<file path="src/rtl/core/bb3_pkg.sv">
`timescale 1ns / 1ps
`default_nettype none
// ----------------------------------------------------------------------------
// bb3_pkg: shared types and constants
// Widths, register codes and divider constants of the 3x3 box blur.
// ----------------------------------------------------------------------------
package bb3_pkg;

  localparam int PIX_W     = 8;
  localparam int SUM_W     = 12;   // 9 * 255 fits
  localparam int CFG_W     = 13;   // widest register
  localparam int CFG_IDX_W = 1;
  localparam int IMG_W_W   = 12;
  localparam int IMG_H_W   = 13;

  localparam int DEF_MAX_WIDTH  = 2048;
  localparam int DEF_MAX_HEIGHT = 4096;
  localparam int RST_WIDTH      = 640;
  localparam int RST_HEIGHT     = 480;

  // pixel counts of a window
  localparam int N_CORNER = 4;
  localparam int N_EDGE   = 6;
  localparam int N_INNER  = 9;

  // reciprocals of 2N scaled by 2^RECIP_SHIFT, rounded up
  localparam int RECIP_SHIFT = 16;
  localparam int RECIP_12    = 5462;
  localparam int RECIP_18    = 3641;

  typedef enum logic [CFG_IDX_W-1:0] {
    REG_IMAGE_WIDTH  = 1'b0,
    REG_IMAGE_HEIGHT = 1'b1
  } cfg_reg_e_t;

  typedef enum logic [1:0] {
    NC_4 = 2'd0,
    NC_6 = 2'd1,
    NC_9 = 2'd2
  } ncode_t;

  typedef struct packed {
    logic [SUM_W-1:0] r;
    logic [SUM_W-1:0] g;
    logic [SUM_W-1:0] b;
  } sum3_t;

  typedef struct packed {
    logic [PIX_W-1:0] r;
    logic [PIX_W-1:0] g;
    logic [PIX_W-1:0] b;
  } rgb_t;

endpackage
`default_nettype wire

</file>
<file path="src/rtl/core/bb3_mean.sv">
`timescale 1ns / 1ps
`default_nettype none
// ----------------------------------------------------------------------------
// bb3_mean: window mean
// Rounded-half-up mean (2*sum+N)/(2N) per channel, N of 4, 6 or 9,
// by shift or by reciprocal multiply.
// ----------------------------------------------------------------------------
module bb3_mean (
  input  bb3_pkg::sum3_t  sums,
  input  bb3_pkg::ncode_t ncode,
  output bb3_pkg::rgb_t   mean
);
  import bb3_pkg::*;

  function automatic logic [PIX_W-1:0] mean1(logic [SUM_W-1:0] s, ncode_t n);
    logic [SUM_W:0]     v;
    logic [2*SUM_W+1:0] p;
    logic [PIX_W-1:0]   q;
    v = '0;
    p = '0;
    q = '0;
    unique case (n)
      NC_4: begin
        v = {s, 1'b0} + (SUM_W+1)'(N_CORNER);
        q = v[PIX_W+2:3];
      end
      NC_6: begin
        v = {s, 1'b0} + (SUM_W+1)'(N_EDGE);
        p = (2*SUM_W+2)'(v) * (2*SUM_W+2)'(RECIP_12);
        q = p[RECIP_SHIFT+PIX_W-1:RECIP_SHIFT];
      end
      NC_9: begin
        v = {s, 1'b0} + (SUM_W+1)'(N_INNER);
        p = (2*SUM_W+2)'(v) * (2*SUM_W+2)'(RECIP_18);
        q = p[RECIP_SHIFT+PIX_W-1:RECIP_SHIFT];
      end
      default: q = '0;
    endcase
    return q;
  endfunction

  always_comb begin
    mean.r = mean1(sums.r, ncode);
    mean.g = mean1(sums.g, ncode);
    mean.b = mean1(sums.b, ncode);
  end

endmodule
`default_nettype wire

</file>
<file path="config.mk">
export PLATFORM = sky130hd
export DESIGN_NAME = bb3_mean
export DESIGN_NICKNAME = d
export VERILOG_FILES = /design/src/rtl/core/bb3_pkg.sv /design/src/rtl/core/bb3_mean.sv
export SDC_FILE = /design/constraint.sdc
export NUM_CORES = 1
export LEC_CHECK = 0
export BUFFER_PORTS_ARGS = -buffer_cell sky130_fd_sc_hd__buf_2
export CAP_MARGIN = 20
export CORE_MARGIN = 2
export CORE_UTILIZATION = 25
export DETAILED_ROUTE_END_ITERATION = 6
export SYNTH_ARGS = -nofsm -noshare
export SYNTH_HDL_FRONTEND = slang
export SYNTH_SLANG_ARGS = --single-unit
</file>
<file path="constraint.sdc">
create_clock -name vclk -period 7.86
set_clock_uncertainty 0.05 [all_clocks]
set_input_delay 0.786 -clock vclk [all_inputs]
set_output_delay 0.786 -clock vclk [all_outputs]
set_load 0.1 [all_outputs]
</file>
==> metrics.md, run 1 <==
| Metric | Value |
|---|---|
| Critical path required time | `7.02 ns` |
| Area occupied by registers | `0 µm²` |
| Outcome | `finished clean` |
| Largest net degree at the start of global routing | `39` |
| Final setup vio count | `0` |
| Endpoints failing hold | `0` |
| Vias in the first global route | `11.99k` |
| Final instance count without filler cells | `2617` |
| Yosys top cell by area | `ha_1` |
| Worst Setup SP | `sums[27]` |
| CP endpoint | `mean[20]` |
| Synth unique cells | `63` |
| Syn_nets | `2410` |
| Via density | `4.321` |
| Port Buf Inserts | `62` |
| Die Y | `251.9 µm` |
| Setup bufs post-CTS | `0` |
| Die width | `251.9 µm` |
| Warnings, synthesis | `0` |
| Startpoint Class | `input port` |
| Gr usage total | `0.1146` |
| GR Overflow Total | `0` |
| Full die area | `63460 µm²` |
| Post-Syn Area | `15360 µm²` |
| Multi-input gate area | `13760 µm²` |
| Crit path kind | `in2out` |
| Max frequency | `134.2 MHz` |
| Hold Crit Class | `in2out` |
| Initial Util | `0.2536` |
| RSZ-0062 raised after global routing | `yes` |
| Syn_area_per_cell | `8.820 µm²` |
| Seq cells | `0` |
| Share of the synthesized area in the top cell type | `0.3599` |
| Post-CTS Hold Fix Bufs | `0` |
| Share of cells above drive strength 1 | `0.08833` |
| Inst Count DP | `2616` |
| Worst hold margin | `2.229 ns` |
| Final min period | `7.449 ns` |
| First-pass GRT wire length | `59920 µm` |
| Antenna Nets Post-Route | `0` |
| Initial antenna violation count | `1` |
| Final GP Congestion | `0.8676` |
| Final Max Slew Viols | `0` |
| Core Region | `60580 µm²` |
| Slew headroom | `0.4720` |
| Most common cell after layout, fill and taps aside | `ha_1` |
| Crit path max fanout | `15` |
| DRT Pass-1 Iters | `4` |
| Final Core Density | `0.2878` |
| HPWL Detailed | `32250 µm` |
| Rows | `90` |
| Seq/Total Area, Yosys | `0` |
| Drc violations | `0` |
| Via count | `11.31k` |
| Fillers | `6447` |
| Ranking of synthesized cells by area | `ha_1 36%, fa_1 24%, inv_1 11%` |
| # nets final | `2504` |
| Clock buf count | `0` |
| Final Routed Wirelength | `35160 µm` |
| 1st-iter DRT viols | `383` |
| Cells after Synth | `1742` |
| Syn-to-layout area delta | `13.46%` |
| Least-Margin Pin Slew | `0.7904 ns` |
| Top Ports | `62` |
| Setup crit end kind | `primary output` |
| CP arrival | `6.61 ns` |
| Period utilization | `0.9477` |
| Most frequent cells in the layout | `440 x ha_1, 437 x inv_1, 188 x fa_1, 130 x xnor2_1, 62 x buf_4` |
| Max cap viols | `0` |
| Post-DR wirelength/cell | `13.43 µm` |
-- how the worst min path moves through the flow --
stage / startpoint / end / slack, ns / depth (start not counted)
final: sums[20] / mean[14] / 2.23 / 5
after floorplan: ncode[0] / mean[6] / 2.07 / 2
after global placement: sums[21] / mean[15] / 2.27 / 6
after detailed placement: sums[19] / mean[13] / 2.27 / 5
after CTS: sums[19] / mean[13] / 2.27 / 5
after global routing: sums[20] / mean[14] / 2.30 / 5
-- metal layers --
layer | track usage | part of all wire
met5 | 0 | 0
met3 | 0.003508 | 0.016
met1 | 0.1614 | 0.50
met4 | 0.007439 | 0.0055
met2 | 0.2035 | 0.48
-- critical path, stage by stage --
cell and delay, ns:
buf_2 0.28, ha_4 0.23, nand3_1 0.13, xor2_2 0.23, inv_1 0.15, ha_1 0.22
o21bai_1 0.15, ha_1 0.35, ha_1 0.33, fa_1 0.54, inv_1 0.05, fa_1 0.53
inv_1 0.04, ha_1 0.32, a211oi_1 0.30, nand2_1 0.12, or4b_1 0.60, a41oi_2 0.28
a21oi_1 0.14, mux2i_1 0.13, a221oi_1 0.26, o21ai_1 0.11, buf_4 0.17, buf_12 0.16
-- cells in the mapped netlist, drive strengths merged, types with 2 or more instances --
cell type and count:
xor2 52, a22oi 5, o221ai 3, or3 3, a21oi 57, a31oi 7
nand2 55, buf 13, fa 188, or2 2, inv 437, and4b 3
ha 442, a21o 28, o211ai 2, o21bai 14, o31a 2, nor3b 5
and2 8, nor2b 8, mux2i 5, nand4b 3, nand3 42, nor2 61
nand3b 4, a41oi 6, clkbuf 18, nand4 13, a211o 3, o311ai 2
o31ai 5, a211oi 8, o21ai 33, a31o 2, nor3 13, o22ai 10
nand2b 14, xnor2 134, o21a 8, and3 11
-- cell type report --
type | count | area share
Inverter | 437 | 0.09409
Multi-Input combinational cell | 1274 | 0.7891
Timing Repair Buffer | 123 | 0.06058
Tap cell | 782 | 0.05613
Antenna cell | 1 | 0.0001435
-- per-stage QoR --
step	instance area [µm²]	setup TNS, ns	setup slack, ns
5_1_grt	17430	-0.04255	-0.04255
4_1_cts	17340	0	0.1709
3_5_place_dp	17340	0	0.1954
3_3_place_gp	17340	0	0.2222
2_1_floorplan	15440	-0.02664	-0.02664
6_report	17430	0	0.4109
-- cells by family (layout without fill, tap and decap cells) --
family                     Yosys count  count (layout)  synth area share
buffers and inverters              468             560            0.1154
and+or+nand+nor                    248             248           0.07989
other                                0               1                 0
xor gates and xnor gates           186             186            0.1060
AOI/OAI and AO/OA                  205             205           0.09056
adders and majority gates          630             630            0.6049
muxes                                5               5          0.003257
-- timing repair --
action,4_1_cts,5_1_grt
resized for setup,0,16
endpoints found under the setup margin,0,10
endpoints found under the hold margin,0,0
Power of run 1 is not shown: default switching activity piles up to over one toggle a cycle in this logic, so the estimate is an artifact.
==> run 2: changes to the inputs <==
CORE_ASPECT_RATIO = 1.1   (was default)
CORE_UTILIZATION = 43   (was 25)
==> run 2 against run 1 <==
Compared with the run above:
- routed wire length shrank 3.7%
- core utilization grew 19 points
- critical path depth shrank 1
- maximum frequency shrank 1.3%
- final area shrank 2.9%
- sequential share of layout area is the same
- flip-flop and latch count is the same
- clock-buffer cell count is the same
- highest routed layer unchanged
- via count grew 0.79%
- cell count shrank 12%
==> metrics.md, run 2 (synthesis results as in run 1) <==
| Metric | Value |
|---|---|
| Antenna Nets Post-Route | `0 (unchanged)` |
| Final GP Congestion | `0.8929 (was 0.8676)` |
| DRT Pass-1 Iters | `5 (was 4)` |
| Most common cell after layout, fill and taps aside | `ha_1 (unchanged)` |
| Startpoint Class | `input port (unchanged)` |
| Crit path kind | `in2out (unchanged)` |
| Least-Margin Pin Slew | `0.7572 ns (was 0.7904 ns)` |
| Rows | `72 (was 90)` |
| Share of cells above drive strength 1 | `0.07938 (was 0.08833)` |
| Die width | `184.2 µm (was 251.9 µm)` |
| Slew headroom | `0.4952 (was 0.4720)` |
| Pre-CTS setup slack | `0.1176 ns (was 0.1954 ns)` |
| Slowest cell on crit path | `fa_1 (was or4b_1)` |
| Met2 GRT Util | `0.3519 (was 0.2035)` |
| HPWL Detailed | `31220 µm (was 32250 µm)` |
| Die Y | `202.3 µm (was 251.9 µm)` |
| GRT busiest layer | `met2 (unchanged)` |
| Final min period | `7.544 ns (was 7.449 ns)` |
| CP arrival | `6.71 ns (was 6.61 ns)` |
| Drc violations | `0 (unchanged)` |
| First-pass GRT wire length | `58880 µm (was 59920 µm)` |
| Met1 usage | `0.2584 (was 0.1614)` |
| Post-DR wirelength/cell | `14.75 µm (was 13.43 µm)` |
| CP endpoint | `mean[12] (was mean[20])` |
| Met3 GRT Util | `0.002703 (was 0.003508)` |
| Syn-to-layout area delta | `10.22% (was 13.46%)` |
| Initial Util | `0.4362 (was 0.2536)` |
| 1st-iter DRT viols | `366 (was 383)` |
| Port Buf Inserts | `62 (unchanged)` |
| Most frequent cells in the layout | `441 x ha_1, 437 x inv_1, 188 x fa_1, 130 x xnor2_1, 59 x nor2_1 (was 440 x ha_1, 437 x inv_1, 188 x fa_1, 130 x xnor2_1, 62 x buf_4)` |
| Max stage delay on crit path | `0.52 ns (was 0.60 ns)` |
| Endpoints failing hold | `0 (unchanged)` |
| Final Max Slew Viols | `0 (unchanged)` |
| Final Routed Wirelength | `33850 µm (was 35160 µm)` |
| Vias in the first global route | `12.42k (was 11.99k)` |
| Final WS setup | `0.3160 ns (was 0.4109 ns)` |
| Clock buf count | `0 (unchanged)` |
| GR Overflow Total | `0 (unchanged)` |
| Initial antenna violation count | `0 (was 1)` |
| Setup bufs post-CTS | `0 (unchanged)` |
| Outcome | `finished clean (unchanged)` |
| Largest net degree at the start of global routing | `39 (unchanged)` |
| Via count | `11.40k (was 11.31k)` |
| Max frequency | `132.6 MHz (was 134.2 MHz)` |
| Core Region | `35220 µm² (was 60580 µm²)` |
| # nets final | `2484 (was 2504)` |
| Area occupied by registers | `0 µm² (unchanged)` |
| Final setup vio count | `0 (unchanged)` |
| Crit-path cells | `buf_2 > and3_2 > and3_1 > nand3_1 > nor2_1 > xor2_2 > inv_1 > fa_1 > ha_1 > inv_1 > fa_1 > inv_1 > fa_1 > ha_1 > ha_1 > a21o_1 > a21o_1 > a22oi_1 > a31oi_1 > o21a_1 > o31ai_1 > o21bai_1 > buf_12 (was buf_2 > ha_4 > nand3_1 > xor2_2 > inv_1 > ha_1 > o21bai_1 > ha_1 > ha_1 > fa_1 > inv_1 > fa_1 > inv_1 > ha_1 > a211oi_1 > nand2_1 > or4b_1 > a41oi_2 > a21oi_1 > mux2i_1 > a221oi_1 > o21ai_1 > buf_4 > buf_12)` |
| Setup crit end kind | `primary output (unchanged)` |
| Seq cells | `0 (unchanged)` |
| Full die area | `37260 µm² (was 63460 µm²)` |
| Via density | `4.966 (was 4.321)` |
| Crit path max fanout | `10 (was 15)` |
| Gr usage total | `0.1923 (was 0.1146)` |
| Hold Crit Class | `in2out (unchanged)` |
| # diodes | `0 (was 1)` |
| Period utilization | `0.9598 (was 0.9477)` |
| Critical path required time | `7.02 ns (about the same)` |
| Top Ports | `62 (unchanged)` |
| Worst Setup SP | `sums[16] (was sums[27])` |
| Max cap viols | `0 (unchanged)` |
[run 2: per-stage QoR]
stage	utilization	TNS, ns	hold WS (ns)	cell area [µm²]	std cells
floorplan	-	-0.02664	2.065	15440	1742
global placement	0.4779	0	2.272	16830	2294
detailed placement	0.4784	0	2.275	16850	2295
CTS	0.4784	0	2.276	16850	2295
global route	0.4808	-0.0007447	2.309	16940	2295
finish	0.4808	0	2.259	16940	2295
[run 2: cell type report]
| class | instances | area [µm²] |
|---|---|---|
| Tap cell | 481 | 601.8 |
| Timing Repair Buffer | 103 | 940.9 |
| Multi-Input combinational cell | 1274 | 13750 |
| Inverter | 437 | 1640 |
| Fill cell | 3473 | 18290 |
[run 2: how the worst min path moves through the flow]
stage	from	to	slack, ns	cells past startpoint
after floorplan	ncode[0]	mean[6]	2.07	2
after global placement	ncode[0]	mean[10]	2.27	3
after detailed placement	ncode[0]	mean[10]	2.28	3
after CTS	ncode[0]	mean[10]	2.28	3
after global routing	ncode[0]	mean[10]	2.31	3
final	sums[21]	mean[15]	2.26	6
[run 2: layer usage]
metal	vias to the layer above	share of wire
li1	5774	-
met1	5451	0.47
met2	130	0.50
met3	42	0.017
met4	0	0.016
met5	-	0
[run 2: worst max-delay path, delay by kind of cell]
kind	cells	cell delay, ns
compound gates	7	1.69
simple gates	4	0.87
buf+inv	5	0.67
xor+xnor	1	0.27
fa+ha+maj	6	2.40
[run 2: timing repair]
action,in CTS,in global routing
hold buffers,0,0
endpoints found under the hold margin,0,0
endpoints found under the setup margin,0,13
resized for setup,0,18
Power of run 2 is left out for the same reason.
==> run 3: changes to the inputs <==
ABC_AREA = 1   (was default)
==> run 3 against run 2 <==
Compared with the run above:
- non-clock buffer count is 22 lower
- setup slack better by 0.14 ns
- sequential share of layout area stayed put
- routed wire length is 36% higher
- critical path depth is 1 higher
- first-iteration DRC count is 100% higher
- hold slack better by 0.019 ns
- critical endpoint is now mean[9]
- largest cell class unchanged
==> metrics.md, run 3 <==
| Metric | Value |
|---|---|
| Outcome | `finished clean (unchanged)` |
| Slowest cell on crit path | `fa_1 (unchanged)` |
| Crit path max fanout | `8 (was 10)` |
| Final WS setup | `0.4589 ns (was 0.3160 ns)` |
| Fillers | `4258 (was 3473)` |
| Drc violations | `0 (unchanged)` |
| Final GP Congestion | `0.9750 (was 0.8929)` |
| Top Ports | `62 (unchanged)` |
| Yosys top cell by area | `ha_1 (unchanged)` |
| Share of cells above drive strength 1 | `0.04832 (was 0.07938)` |
| GR Overflow Total | `0 (unchanged)` |
| Post-CTS Hold Fix Bufs | `0 (unchanged)` |
| Rows | `78 (was 72)` |
| Clock buf count | `0 (unchanged)` |
| Antenna Nets Post-Route | `0 (unchanged)` |
| Share of the synthesized area in the top cell type | `0.3104 (was 0.3599)` |
| Synth unique cells | `42 (was 63)` |
| Seq/Total Area, Yosys | `0 (unchanged)` |
| # diodes | `0 (unchanged)` |
| Full die area | `43080 µm² (was 37260 µm²)` |
| Max frequency | `135.1 MHz (was 132.6 MHz)` |
| Via count | `15.34k (was 11.40k)` |
| Gr usage total | `0.2195 (was 0.1923)` |
| Area occupied by registers | `0 µm² (unchanged)` |
| Initial antenna violation count | `0 (unchanged)` |
| Critical path required time | `7.02 ns (about the same)` |
| Seq cells | `0 (unchanged)` |
| Vias in the first global route | `15.52k (was 12.42k)` |
| Crit path kind | `in2out (unchanged)` |
| Setup crit end kind | `primary output (unchanged)` |
| Die Y | `217.5 µm (was 202.3 µm)` |
| CP Buf/Inv Count | `8 (was 5)` |
| Endpoints failing hold | `0 (unchanged)` |
| Least-Margin Pin Slew | `0.6947 ns (was 0.7572 ns)` |
| Period utilization | `0.9416 (was 0.9598)` |
| Ranking of synthesized cells by area | `ha_1 31%, fa_1 21%, inv_1 13% (was ha_1 36%, fa_1 24%, inv_1 11%)` |
| Post-DR wirelength/cell | `14.95 µm (was 14.75 µm)` |
| DRT Pass-1 Iters | `5 (unchanged)` |
| Cells after Synth | `2456 (was 1742)` |
| Largest net degree at the start of global routing | `25 (was 39)` |
| Setup bufs post-CTS | `0 (unchanged)` |
| 1st-iter DRT viols | `745 (was 366)` |
| HPWL Detailed | `42640 µm (was 31220 µm)` |
| Top cells by count, synth | `617 x inv_1, 442 x ha_1, 424 x nand2_1 (was 442 x ha_1, 437 x inv_1, 188 x fa_1)` |
| Crit path max-delay family | `adder cells (unchanged)` |
| Max cap viols | `0 (unchanged)` |
| Final setup vio count | `0 (unchanged)` |
| Core Region | `41090 µm² (was 35220 µm²)` |
| CP arrival | `6.57 ns (was 6.71 ns)` |
| Worst hold endpoint | `mean[9] (was mean[15])` |
| Max stage delay on crit path | `0.57 ns (was 0.52 ns)` |
| Final Core Density | `0.4603 (was 0.4808)` |
| Final min period | `7.401 ns (was 7.544 ns)` |
| Most frequent cells in the layout | `617 x inv_1, 442 x ha_1, 424 x nand2_1, 188 x fa_1 (was 441 x ha_1, 437 x inv_1, 188 x fa_1, 130 x xnor2_1, 59 x nor2_1)` |
| Hold path depth | `5 (was 6)` |
| Final Max Slew Viols | `0 (unchanged)` |
| Via density | `4.971 (was 4.966)` |
| Most common cell after layout, fill and taps aside | `inv_1 (was ha_1)` |
| Initial Util | `0.4337 (was 0.4362)` |
| Most common cell in the synthesized netlist | `inv_1 (was ha_1)` |
| First-pass GRT wire length | `76820 µm (was 58880 µm)` |
| Startpoint of the worst hold path | `sums[15] (was sums[21])` |
| Startpoint Class | `input port (unchanged)` |
| Post-Syn Area | `17820 µm² (was 15360 µm²)` |
| Hold Crit Class | `in2out (unchanged)` |
| Syn_area_per_cell | `7.255 µm² (was 8.820 µm²)` |
| Slew headroom | `0.5353 (was 0.4952)` |
| Crit-path cells | `buf_2 > inv_1 > ha_1 > a21oi_1 > inv_1 > nand2_1 > xor2_1 > inv_1 > ha_1 > ha_1 > fa_1 > fa_1 > inv_1 > fa_1 > inv_1 > ha_1 > a21oi_1 > inv_1 > o21ai_0 > nand3_1 > nand2_1 > nand3_1 > nand3_1 > buf_2 (was buf_2 > and3_2 > and3_1 > nand3_1 > nor2_1 > xor2_2 > inv_1 > fa_1 > ha_1 > inv_1 > fa_1 > inv_1 > fa_1 > ha_1 > ha_1 > a21o_1 > a21o_1 > a22oi_1 > a31oi_1 > o21a_1 > o31ai_1 > o21bai_1 > buf_12)` |
| Crit-path most repeated cell | `inv_1` |
| Pre-CTS setup slack | `0.5097 ns (was 0.1176 ns)` |
| Final Routed Wirelength | `46110 µm (was 33850 µm)` |
| Die width | `198.1 µm (was 184.2 µm)` |
| TNS Setup | `0 ns (unchanged)` |
| Warnings, synthesis | `0 (unchanged)` |
| # nets final | `3195 (was 2484)` |
| Syn_nets | `3124 (was 2410)` |
| RSZ-0062 raised after global routing | `no` |
| Cells resized by post-CTS repair | `0 (unchanged)` |
| Port Buf Inserts | `62 (unchanged)` |
| Multi-input gate area | `15420 µm² (was 13750 µm²)` |
| Syn-to-layout area delta | `6.130% (was 10.22%)` |
[run 3: kinds of logic (layout without fill, tap and decap cells)]
| kind of cell | after synthesis | after routing | share of synthesized area |
|---|---|---|---|
| AND/OR/NAND/NOR | 836 | 836 | 0.2060 |
| buffers and inverters | 634 | 703 | 0.1349 |
| adder cells (fa/ha/maj) | 630 | 630 | 0.5216 |
| AO/OA/AOI/OAI | 247 | 247 | 0.08054 |
| XOR/XNOR | 109 | 109 | 0.05695 |
[run 3: how the worst max path moves through the flow]
stage | start | slack, ns | end | cells past startpoint
2_1_floorplan | sums[1] | 1.09 | mean[5] | 25
3_3_place_gp | sums[14] | 0.51 | mean[10] | 27
3_5_place_dp | sums[14] | 0.51 | mean[10] | 27
4_1_cts | sums[14] | 0.50 | mean[10] | 27
5_1_grt | sums[1] | 0.06 | mean[5] | 28
6_report | sums[13] | 0.46 | mean[9] | 24
[run 3: final cells by class]
class | instances | area share
Tap cell | 560 | 0.03705
Timing Repair Buffer | 81 | 0.02408
Inverter | 622 | 0.1235
Multi-Input combinational cell | 1822 | 0.8154
[run 3: through the flow]
step                      std cells  hold slack (ns)  instance area (µm²)
after floorplan                2456            2.262                17820
after global placement         3085            2.270                18910
after detailed placement       3085            2.269                18910
after CTS                      3085            2.268                18910
after global routing           3085            2.292                18910
final                          3085            2.279                18910
[run 3: routing by layer]
| metal | track usage | wire length (µm) | vias to the layer above |
|---|---|---|---|
| met2 | 0.4134 | 23550 | 247 |
| met4 | 0.02632 | 614 | 0 |
| met1 | 0.2876 | 20800 | 7189 |
| li1 | - | - | 7864 |
| met3 | 0.003248 | 1153 | 36 |
| met5 | 0 | 0 | - |
Power of run 3 is left out for the same reason.
